### config.mk
export PLATFORM = sky130hd
export DESIGN_NAME = mouse_report_generator
export DESIGN_NICKNAME = d
export VERILOG_FILES = /design/src/hw/rtl/mrg_pkg.sv /design/src/hw/rtl/mrg_in_stage.sv /design/src/hw/rtl/mrg_core.sv /design/src/hw/rtl/mouse_report_generator.sv
export SDC_FILE = /design/constraint.sdc
export NUM_CORES = 1
export LEC_CHECK = 0
export BUFFER_PORTS_ARGS = -buffer_cell sky130_fd_sc_hd__buf_2
export CORE_ASPECT_RATIO = 1.75
export CORE_MARGIN = 1
export CORE_UTILIZATION = 45
export CTS_BUF_LIST = sky130_fd_sc_hd__clkbuf_8 sky130_fd_sc_hd__clkbuf_16
export CTS_CLUSTER_SIZE = 8
export DETAILED_ROUTE_END_ITERATION = 7
export GPL_ROUTABILITY_DRIVEN = 0
export PLACE_DENSITY = 0.67
export SLEW_MARGIN = 10
export SYNTH_ARGS = -nofsm -noshare
export SYNTH_HDL_FRONTEND = slang
export SYNTH_SLANG_ARGS = --single-unit
### constraint.sdc
create_clock -name clk -period 14.77 [get_ports clk]
set_input_delay 2.954 -clock clk [delete_from_list [all_inputs] [get_ports clk]]
set_output_delay 2.954 -clock clk [all_outputs]
set_load 0.005 [all_outputs]
### src/hw/rtl/mrg_pkg.sv
// Package for the mouse report generator: word types, function codes,
// register indexes and fixed widths. No dependencies.
package mrg_pkg;

  localparam int unsigned BTN_W     = 5;
  localparam int unsigned DELTA_W   = 16;
  localparam int unsigned REPORT_W  = 8;
  localparam int unsigned TIME_W    = 32;
  localparam int unsigned DEBOUNCE_W = 8;
  localparam int unsigned CFG_IDX_W = 2;

  typedef enum logic [1:0] {
    FUNC_MOTION = 2'd0,
    FUNC_TICK   = 2'd1,
    FUNC_REPORT = 2'd2
  } func_t;

  typedef enum logic [CFG_IDX_W-1:0] {
    CFG_DEBOUNCE_TIME = 2'd0,
    CFG_AXIS_SWAP     = 2'd1
  } cfg_idx_t;

  localparam logic [DEBOUNCE_W-1:0] DEBOUNCE_RESET  = 8'd8;
  localparam logic                  AXIS_SWAP_RESET = 1'b1;

  localparam logic signed [DELTA_W-1:0] ACC_MAX   = 16'sh7FFF;
  localparam logic signed [DELTA_W-1:0] ACC_MIN   = 16'sh8000;
  localparam logic signed [DELTA_W-1:0] CLAMP_POS = 16'sd127;
  localparam logic signed [DELTA_W-1:0] CLAMP_NEG = -16'sd127;

  typedef struct packed {
    func_t                       func;
    logic signed [DELTA_W-1:0]   delta_x;
    logic signed [DELTA_W-1:0]   delta_y;
    logic [BTN_W-1:0]            pressed_buttons;
  } in_word_t;

  typedef struct packed {
    logic [BTN_W-1:0]            buttons;
    logic signed [REPORT_W-1:0]  report_x;
    logic signed [REPORT_W-1:0]  report_y;
  } out_word_t;

  // Input register contents handed to the core.
  typedef struct packed {
    logic     valid;
    in_word_t word;
  } stage_t;

endpackage

### src/hw/rtl/mrg_in_stage.sv
// Input register of the mouse report generator.
// Depends on mrg_pkg for the input word and stage types.
module mrg_in_stage (
  input  logic              clk,
  input  logic              rst_n,
  input  logic              in_valid,
  output logic              in_stall,
  input  mrg_pkg::in_word_t in_data,
  input  logic              take,
  output mrg_pkg::stage_t   stage
);

  logic              valid_r;
  logic              valid_nxt;
  mrg_pkg::in_word_t word_r;
  logic              load;

  // Hold the word while the core cannot take it.
  assign in_stall  = valid_r && !take;
  assign load      = in_valid && !in_stall;
  assign valid_nxt = load ? 1'b1 : (take ? 1'b0 : valid_r);

  always_ff @(posedge clk) begin
    if (!rst_n) begin
      valid_r <= 1'b0;
    end else begin
      valid_r <= valid_nxt;
    end
  end

  always_ff @(posedge clk) begin
    if (load) begin
      word_r <= in_data;
    end
  end

  assign stage.valid = valid_r;
  assign stage.word  = word_r;

endmodule

### src/hw/rtl/mrg_core.sv
// Processing core: motion accumulators, millisecond counter, button
// debounce, configuration registers and the result register. Uses mrg_pkg.
module mrg_core #(
  parameter int unsigned NUM_BUTTONS = 5
) (
  input  logic                                clk,
  input  logic                                rst_n,
  input  mrg_pkg::stage_t                     stage,
  output logic                                take,
  input  logic                                cfg_valid,
  input  logic [mrg_pkg::CFG_IDX_W-1:0]       cfg_index,
  input  logic [mrg_pkg::DEBOUNCE_W-1:0]      cfg_data,
  output logic                                out_valid,
  input  logic                                out_stall,
  output mrg_pkg::out_word_t                  out_data
);

  localparam int unsigned MaskBits =
    (NUM_BUTTONS < mrg_pkg::BTN_W) ? NUM_BUTTONS : mrg_pkg::BTN_W;
  localparam logic [mrg_pkg::BTN_W-1:0] BtnMask =
    mrg_pkg::BTN_W'((64'd1 << MaskBits) - 64'd1);

  logic [mrg_pkg::DEBOUNCE_W-1:0]     debounce_r;
  logic                               swap_r;

  logic [mrg_pkg::TIME_W-1:0]         time_r, time_nxt;
  logic [mrg_pkg::TIME_W-1:0]         change_r, change_nxt;
  logic [mrg_pkg::BTN_W-1:0]          raw_r, raw_nxt;
  logic [mrg_pkg::BTN_W-1:0]          stable_r, stable_nxt;
  logic signed [mrg_pkg::DELTA_W-1:0] acc_x_r, acc_x_nxt;
  logic signed [mrg_pkg::DELTA_W-1:0] acc_y_r, acc_y_nxt;

  logic                               out_valid_r, out_valid_nxt;
  mrg_pkg::out_word_t                 out_data_r;
  mrg_pkg::out_word_t                 result;
  logic                               emit;

  logic signed [mrg_pkg::DELTA_W:0]   sum_x, sum_y;
  logic signed [mrg_pkg::DELTA_W-1:0] sat_x, sat_y;
  logic signed [mrg_pkg::DELTA_W-1:0] clp_x, clp_y;
  logic [mrg_pkg::BTN_W-1:0]          raw_in;
  logic [mrg_pkg::TIME_W-1:0]         elapsed;

  mrg_pkg::in_word_t                  w;

  assign w    = stage.word;
  assign take = stage.valid && (!out_valid_r || !out_stall);

  // Configuration: writes to unknown indexes are dropped.
  always_ff @(posedge clk) begin
    if (!rst_n) begin
      debounce_r <= mrg_pkg::DEBOUNCE_RESET;
      swap_r     <= mrg_pkg::AXIS_SWAP_RESET;
    end else if (cfg_valid) begin
      unique case (cfg_index)
        mrg_pkg::CFG_DEBOUNCE_TIME: debounce_r <= cfg_data;
        mrg_pkg::CFG_AXIS_SWAP:     swap_r     <= cfg_data[0];
        default: ;
      endcase
    end
  end

  // Saturating accumulate: overflow shows as a sign mismatch in the top bits.
  assign sum_x = {w.delta_x[mrg_pkg::DELTA_W-1], w.delta_x} +
                 {acc_x_r[mrg_pkg::DELTA_W-1], acc_x_r};
  assign sum_y = {w.delta_y[mrg_pkg::DELTA_W-1], w.delta_y} +
                 {acc_y_r[mrg_pkg::DELTA_W-1], acc_y_r};

  always_comb begin
    if (sum_x[mrg_pkg::DELTA_W] != sum_x[mrg_pkg::DELTA_W-1]) begin
      sat_x = sum_x[mrg_pkg::DELTA_W] ? mrg_pkg::ACC_MIN : mrg_pkg::ACC_MAX;
    end else begin
      sat_x = sum_x[mrg_pkg::DELTA_W-1:0];
    end
    if (sum_y[mrg_pkg::DELTA_W] != sum_y[mrg_pkg::DELTA_W-1]) begin
      sat_y = sum_y[mrg_pkg::DELTA_W] ? mrg_pkg::ACC_MIN : mrg_pkg::ACC_MAX;
    end else begin
      sat_y = sum_y[mrg_pkg::DELTA_W-1:0];
    end
  end

  always_comb begin
    if (acc_x_r > mrg_pkg::CLAMP_POS) begin
      clp_x = mrg_pkg::CLAMP_POS;
    end else if (acc_x_r < mrg_pkg::CLAMP_NEG) begin
      clp_x = mrg_pkg::CLAMP_NEG;
    end else begin
      clp_x = acc_x_r;
    end
    if (acc_y_r > mrg_pkg::CLAMP_POS) begin
      clp_y = mrg_pkg::CLAMP_POS;
    end else if (acc_y_r < mrg_pkg::CLAMP_NEG) begin
      clp_y = mrg_pkg::CLAMP_NEG;
    end else begin
      clp_y = acc_y_r;
    end
  end

  assign raw_in  = w.pressed_buttons & BtnMask;
  assign elapsed = time_r - change_r;

  always_comb begin
    time_nxt   = time_r;
    change_nxt = change_r;
    raw_nxt    = raw_r;
    stable_nxt = stable_r;
    acc_x_nxt  = acc_x_r;
    acc_y_nxt  = acc_y_r;
    emit       = 1'b0;
    case (w.func)
      mrg_pkg::FUNC_MOTION: begin
        acc_x_nxt = sat_x;
        acc_y_nxt = sat_y;
      end
      mrg_pkg::FUNC_TICK: begin
        time_nxt = time_r + mrg_pkg::TIME_W'(1);
      end
      mrg_pkg::FUNC_REPORT: begin
        if (raw_in != raw_r) begin
          raw_nxt    = raw_in;
          change_nxt = time_r;
        end else if (elapsed >= mrg_pkg::TIME_W'(debounce_r)) begin
          stable_nxt = raw_in;
        end
        acc_x_nxt = acc_x_r - clp_x;
        acc_y_nxt = acc_y_r - clp_y;
        emit      = (clp_x != '0) || (clp_y != '0) || (stable_nxt != '0);
      end
      default: ;
    endcase
  end

  always_comb begin
    result.buttons  = stable_nxt;
    result.report_x = swap_r ? clp_y[mrg_pkg::REPORT_W-1:0] : clp_x[mrg_pkg::REPORT_W-1:0];
    result.report_y = swap_r ? clp_x[mrg_pkg::REPORT_W-1:0] : clp_y[mrg_pkg::REPORT_W-1:0];
  end

  always_ff @(posedge clk) begin
    if (!rst_n) begin
      time_r   <= '0;
      change_r <= '0;
      raw_r    <= '0;
      stable_r <= '0;
      acc_x_r  <= '0;
      acc_y_r  <= '0;
    end else if (take) begin
      time_r   <= time_nxt;
      change_r <= change_nxt;
      raw_r    <= raw_nxt;
      stable_r <= stable_nxt;
      acc_x_r  <= acc_x_nxt;
      acc_y_r  <= acc_y_nxt;
    end
  end

  // Result register: a taken item may overwrite only a word that leaves now.
  assign out_valid_nxt = take ? emit : (out_stall ? out_valid_r : 1'b0);

  always_ff @(posedge clk) begin
    if (!rst_n) begin
      out_valid_r <= 1'b0;
    end else begin
      out_valid_r <= out_valid_nxt;
    end
  end

  always_ff @(posedge clk) begin
    if (take && emit) begin
      out_data_r <= result;
    end
  end

  assign out_valid = out_valid_r;
  assign out_data  = out_data_r;

endmodule

### src/hw/rtl/mouse_report_generator.sv
// Top level of the mouse report generator: input register, core and checks.
// Depends on mrg_pkg, mrg_in_stage and mrg_core.
//
// Motion, tick and report words enter through in_valid/in_stall and sustain
// one word per clock unless the result register is full and stalled. Every
// word is latched into the input register at acceptance and processed from
// there once the result register is empty or being drained; a report word
// that yields a result shows it on out_data from the next rising edge after
// the core takes the word. in_stall rises only while the input register
// holds a word and the result register is full and stalled.
// Configuration writes through cfg_valid/cfg_index/cfg_data are always ready
// and take effect on the next cycle; index 0 sets the debounce time in
// milliseconds (reset 8), index 1 the axis swap (reset 1). Only the low
// NUM_BUTTONS bits of pressed_buttons, at most five, take part in debounce.
module mouse_report_generator #(
  parameter int unsigned NUM_BUTTONS = 5
) (
  input  logic                           clk,
  input  logic                           rst_n,
  input  logic                           in_valid,
  output logic                           in_stall,
  input  mrg_pkg::in_word_t              in_data,
  output logic                           out_valid,
  input  logic                           out_stall,
  output mrg_pkg::out_word_t             out_data,
  input  logic                           cfg_valid,
  output logic                           cfg_ready,
  input  logic [mrg_pkg::CFG_IDX_W-1:0]  cfg_index,
  input  logic [mrg_pkg::DEBOUNCE_W-1:0] cfg_data
);

  mrg_pkg::stage_t stage;
  logic            take;

  assign cfg_ready = 1'b1;

  mrg_in_stage u_in_stage (
    .clk      (clk),
    .rst_n    (rst_n),
    .in_valid (in_valid),
    .in_stall (in_stall),
    .in_data  (in_data),
    .take     (take),
    .stage    (stage)
  );

  mrg_core #(
    .NUM_BUTTONS (NUM_BUTTONS)
  ) u_core (
    .clk       (clk),
    .rst_n     (rst_n),
    .stage     (stage),
    .take      (take),
    .cfg_valid (cfg_valid && cfg_ready),
    .cfg_index (cfg_index),
    .cfg_data  (cfg_data),
    .out_valid (out_valid),
    .out_stall (out_stall),
    .out_data  (out_data)
  );

  // Clamped axes never reach -128.
  a_clamp_range: assert property (@(posedge clk) disable iff (!rst_n)
    out_valid |-> (out_data.report_x != 8'sh80) && (out_data.report_y != 8'sh80))
    else $error("report axis outside clamp range");

  // An empty report is never sent.
  a_nonempty: assert property (@(posedge clk) disable iff (!rst_n)
    out_valid |-> (out_data.buttons != '0) || (out_data.report_x != '0) ||
                  (out_data.report_y != '0))
    else $error("empty report sent");

  // A new result follows a word taken by the core.
  a_result_source: assert property (@(posedge clk) disable iff (!rst_n)
    $rose(out_valid) |-> $past(take))
    else $error("result without a processed word");

  // Stall only while a word waits and the result side is blocked.
  a_stall_cause: assert property (@(posedge clk) disable iff (!rst_n)
    in_stall |-> stage.valid && out_valid && out_stall)
    else $error("input stalled without cause");

endmodule

==> flow_summary.toml <==
[clocking]
cts_hold_buf = 0
cts_resized = 0
clock_latency_ns = 0.46
numCtsBuffers = 17
clkSlewWorstSetupHoldPaths_ns = 0.07
cts_root_buf = "clkbuf_16"
htree_levels = 4
clock-sinks = 177
postCtsSetupBuffers = 0
clockBufferDepth = 2
cts_tree = "built"

[finish]
num-nets-final = 1678
area_growth_syn_to_layout_pct = 10.2
drive_above_1_share = 0.0995
nFillCells = 2599
seq_area_um2 = 4140
n_antenna_cell = 0
multi_input_area_um2 = 7610

[critical_path]
worst-path-stages = 3
max_stage_delay_ns = 0.24
required_ns = 11.82
reg2reg_to = "u_core.out_data[13]"
worstPathArrival_ns = 3.43
timing.critical_path.slowest_stage_cell = "and3_1"
start_kind = "input pin"
reg2reg_from = "u_core.time_r[4]"
path_cells = "buf_2 -> and3_1 -> buf_2"
critPathCapture = "in_stall"
critical_path_class = "input pin to output port"
worstSetupEndpointType = "output port"
r2r_setup_slack_ns = 9.36
cp_common_cell = "buf_2"
path_max_fanout = 3
worstRegToRegCells = 18
critPathLaunch = "out_stall"
path_buf_inv = 2
crit_family = "simple AND/OR/NAND/NOR gates"

[outcome]
status = "finished clean"

[global_routing]
grt_pass1_vias = 10500
grt.total_usage = 0.234
antenna_found_initial = 1
grt_pass1_wl_mm = 50.9
grt_max_degree = 83
grt_overflow = 0

[die]
core_um2 = 26700
die_area_um2 = 27900
die_w_um = 127
rows = 79
io_pins = 78
start_util = 0.459
die_h_um = 220

[synth]
synth_seq_cells = 177
synthFlopType = "dfxtp_1"
syn_inst = 1459
syn_area_um2 = 12200
synth_area_per_cell_um2 = 8.39
synth_top_area_cell = "dfxtp_1"
synth_nets = 1622
async_flop_share = 0
synth.top_cells.by_area = "dfxtp_1, edfxtp_1, ha_1"
yosysWarnings = 0
synth_seq_area_share = 0.338
synth_edf_count = 60
synth_top_area_frac = 0.191
ys_types = 69

[timing]
setup_violations = 0
fin_worst_skew_ns = 0.00727
fin_crit_ns = 6.38
setup_ws_ns = 8.39
hold_violations = 0
finalCritPeriodShare = 0.432
rsz0062_at_grt = "no"
fmax_ghz = 0.157
whs_ns = 0.463
tightest_slew_ns = 0.965
finalMaxSlewViolations = 0
maxSlewHeadroom = 0.354
tns_ns = 0

[route]
vias = 10600
viasPerCell = 5.72
drt_iter0_drc = 483
wl_per_cell_um = 17.0
ant_nets = 0
dr.pass1.iters = 4
wirelength_mm = 31.4
post-route-drc-count = 0

[worst_hold_path]
hp-class = "register to register"

[place]
dp_hpwl_mm = 24.0
numPortBuffers = 76
preCtsSetupSlack_ns = 8.39

[pwr]
p_leak_nw = 5.77
power_density_nw_per_um2 = 91.5
peakVddDrop_mv = 0.0930

[job]
maxCapViolations = 0
metal layers:
layer	vias up	wire (um)	track usage
li1	5328	-	-
met2	205	17600	0.470
met3	84	1020	0.0435
met4	2	1210	0.111
met5	-	13	0
met1	4983	11600	0.226
logic make-up after synthesis:
logic type | synth area share
simple gates | 0.196
compound gates | 0.212
flops | 0.338
buf+inv | 0.0410
fa+ha+maj | 0.114
xor+xnor | 0.0680
mux | 0.0290
other cells | 0.000306
power by group:
group	switching (W)	total, W	internal, W
clock network	0.000214	0.000452	0.000238
registers	0.0000159	0.000537	0.000521
logic	0.000144	0.000246	0.000102
total	0.000374	0.00123	0.000860
cells in the mapped netlist (21+ instances only):
cell type / count
ha_1: 104
inv_1: 81
nor2b_1: 21
a21o_1: 21
and2_1: 34
nor2_1: 91
nand2_1: 197
o21a_1: 22
dfxtp_1: 117
a31oi_1: 21
nand3_1: 42
xor2_1: 30
mux2i_1: 25
nor3_1: 29
o21ai_0: 96
a21oi_1: 112
edfxtp_1: 60
xnor2_1: 65
a21boi_0: 44
clkbuf_1: 39
layout make-up:
| class | count | share of cell area |
|---|---|---|
| Inverter | 81 | 0.0225 |
| Clock buffer | 17 | 0.0315 |
| Tap cell | 324 | 0.0301 |
| Timing Repair Buffer | 85 | 0.0332 |
| Multi-Input combinational cell | 1153 | 0.564 |
| Clock inverter | 15 | 0.0109 |
| Sequential cell | 177 | 0.307 |
through the flow:
stage	power, W	std cells	util	area [um2]
global route	0.00129	1852	0.505	13500
finish	0.00123	1852	0.505	13500
CTS	0.00125	1852	0.505	13500
global placement	0.000786	1820	0.484	12900
floorplan	0.000725	1459	-	12200
detailed placement	0.000790	1820	0.484	12900
how the worst min path moves through the flow:
stage | start | end | cells after the start
global placement | u_core.change_r[9] | u_core.change_r[9] | 2
global route | u_core.change_r[10] | u_core.change_r[10] | 2
floorplan | u_core.stable_r[3] | u_core.stable_r[3] | 2
CTS | u_core.change_r[9] | u_core.change_r[9] | 2
finish | u_core.change_r[9] | u_core.change_r[9] | 2
detailed placement | u_core.change_r[9] | u_core.change_r[9] | 2
worst reg2reg max path, stage by stage, from the launching register on:
cell	delay [ns]
dfxtp_1	0.42
ha_1	0.32
a21oi_1	0.24
nor3b_1	0.35
a21oi_1	0.14
xor2_1	0.16
ha_1	0.18
o21bai_1	0.16
a2111oi_2	0.34
nand3_1	0.14
a2111oi_2	0.28
nand4_1	0.13
nor4_1	0.38
nand4_1	0.23
nor4_2	0.43
nor2_1	0.14
mux2_4	0.34
a21oi_2	0.38
buf_4	0.33
registers in the layout, indices dropped and copies added (netlist names):
name and flops:
u_core.time_r 32, u_core.acc_x_r 16, u_core.stable_r 5, u_core.debounce_r 8
u_core.out_valid 1, u_in_stage.valid_r 1, u_core.swap_r 1, u_core.acc_y_r 16
u_core.raw_r 5, u_core.out_data 21, u_in_stage.stage 39, u_core.change_r 32
cell usage in the layout (no fill, tap or decap), drive strengths merged, types with 21 or more instances in the layout:
cell type / Yosys / routed
a21boi: 45 / 45
a21o: 21 / 21
a21oi: 116 / 116
a31oi: 23 / 23
and2: 34 / 34
buf: 8 / 85
dfxtp: 117 / 117
edfxtp: 60 / 60
ha: 104 / 104
inv: 81 / 91
mux2i: 25 / 25
nand2: 197 / 197
nand3: 42 / 42
nor2: 91 / 91
nor2b: 21 / 21
nor3: 30 / 30
o21a: 22 / 22
o21ai: 101 / 101
xnor2: 65 / 65
xor2: 30 / 30
No activity file was read; power rests on OpenSTA's default activity.
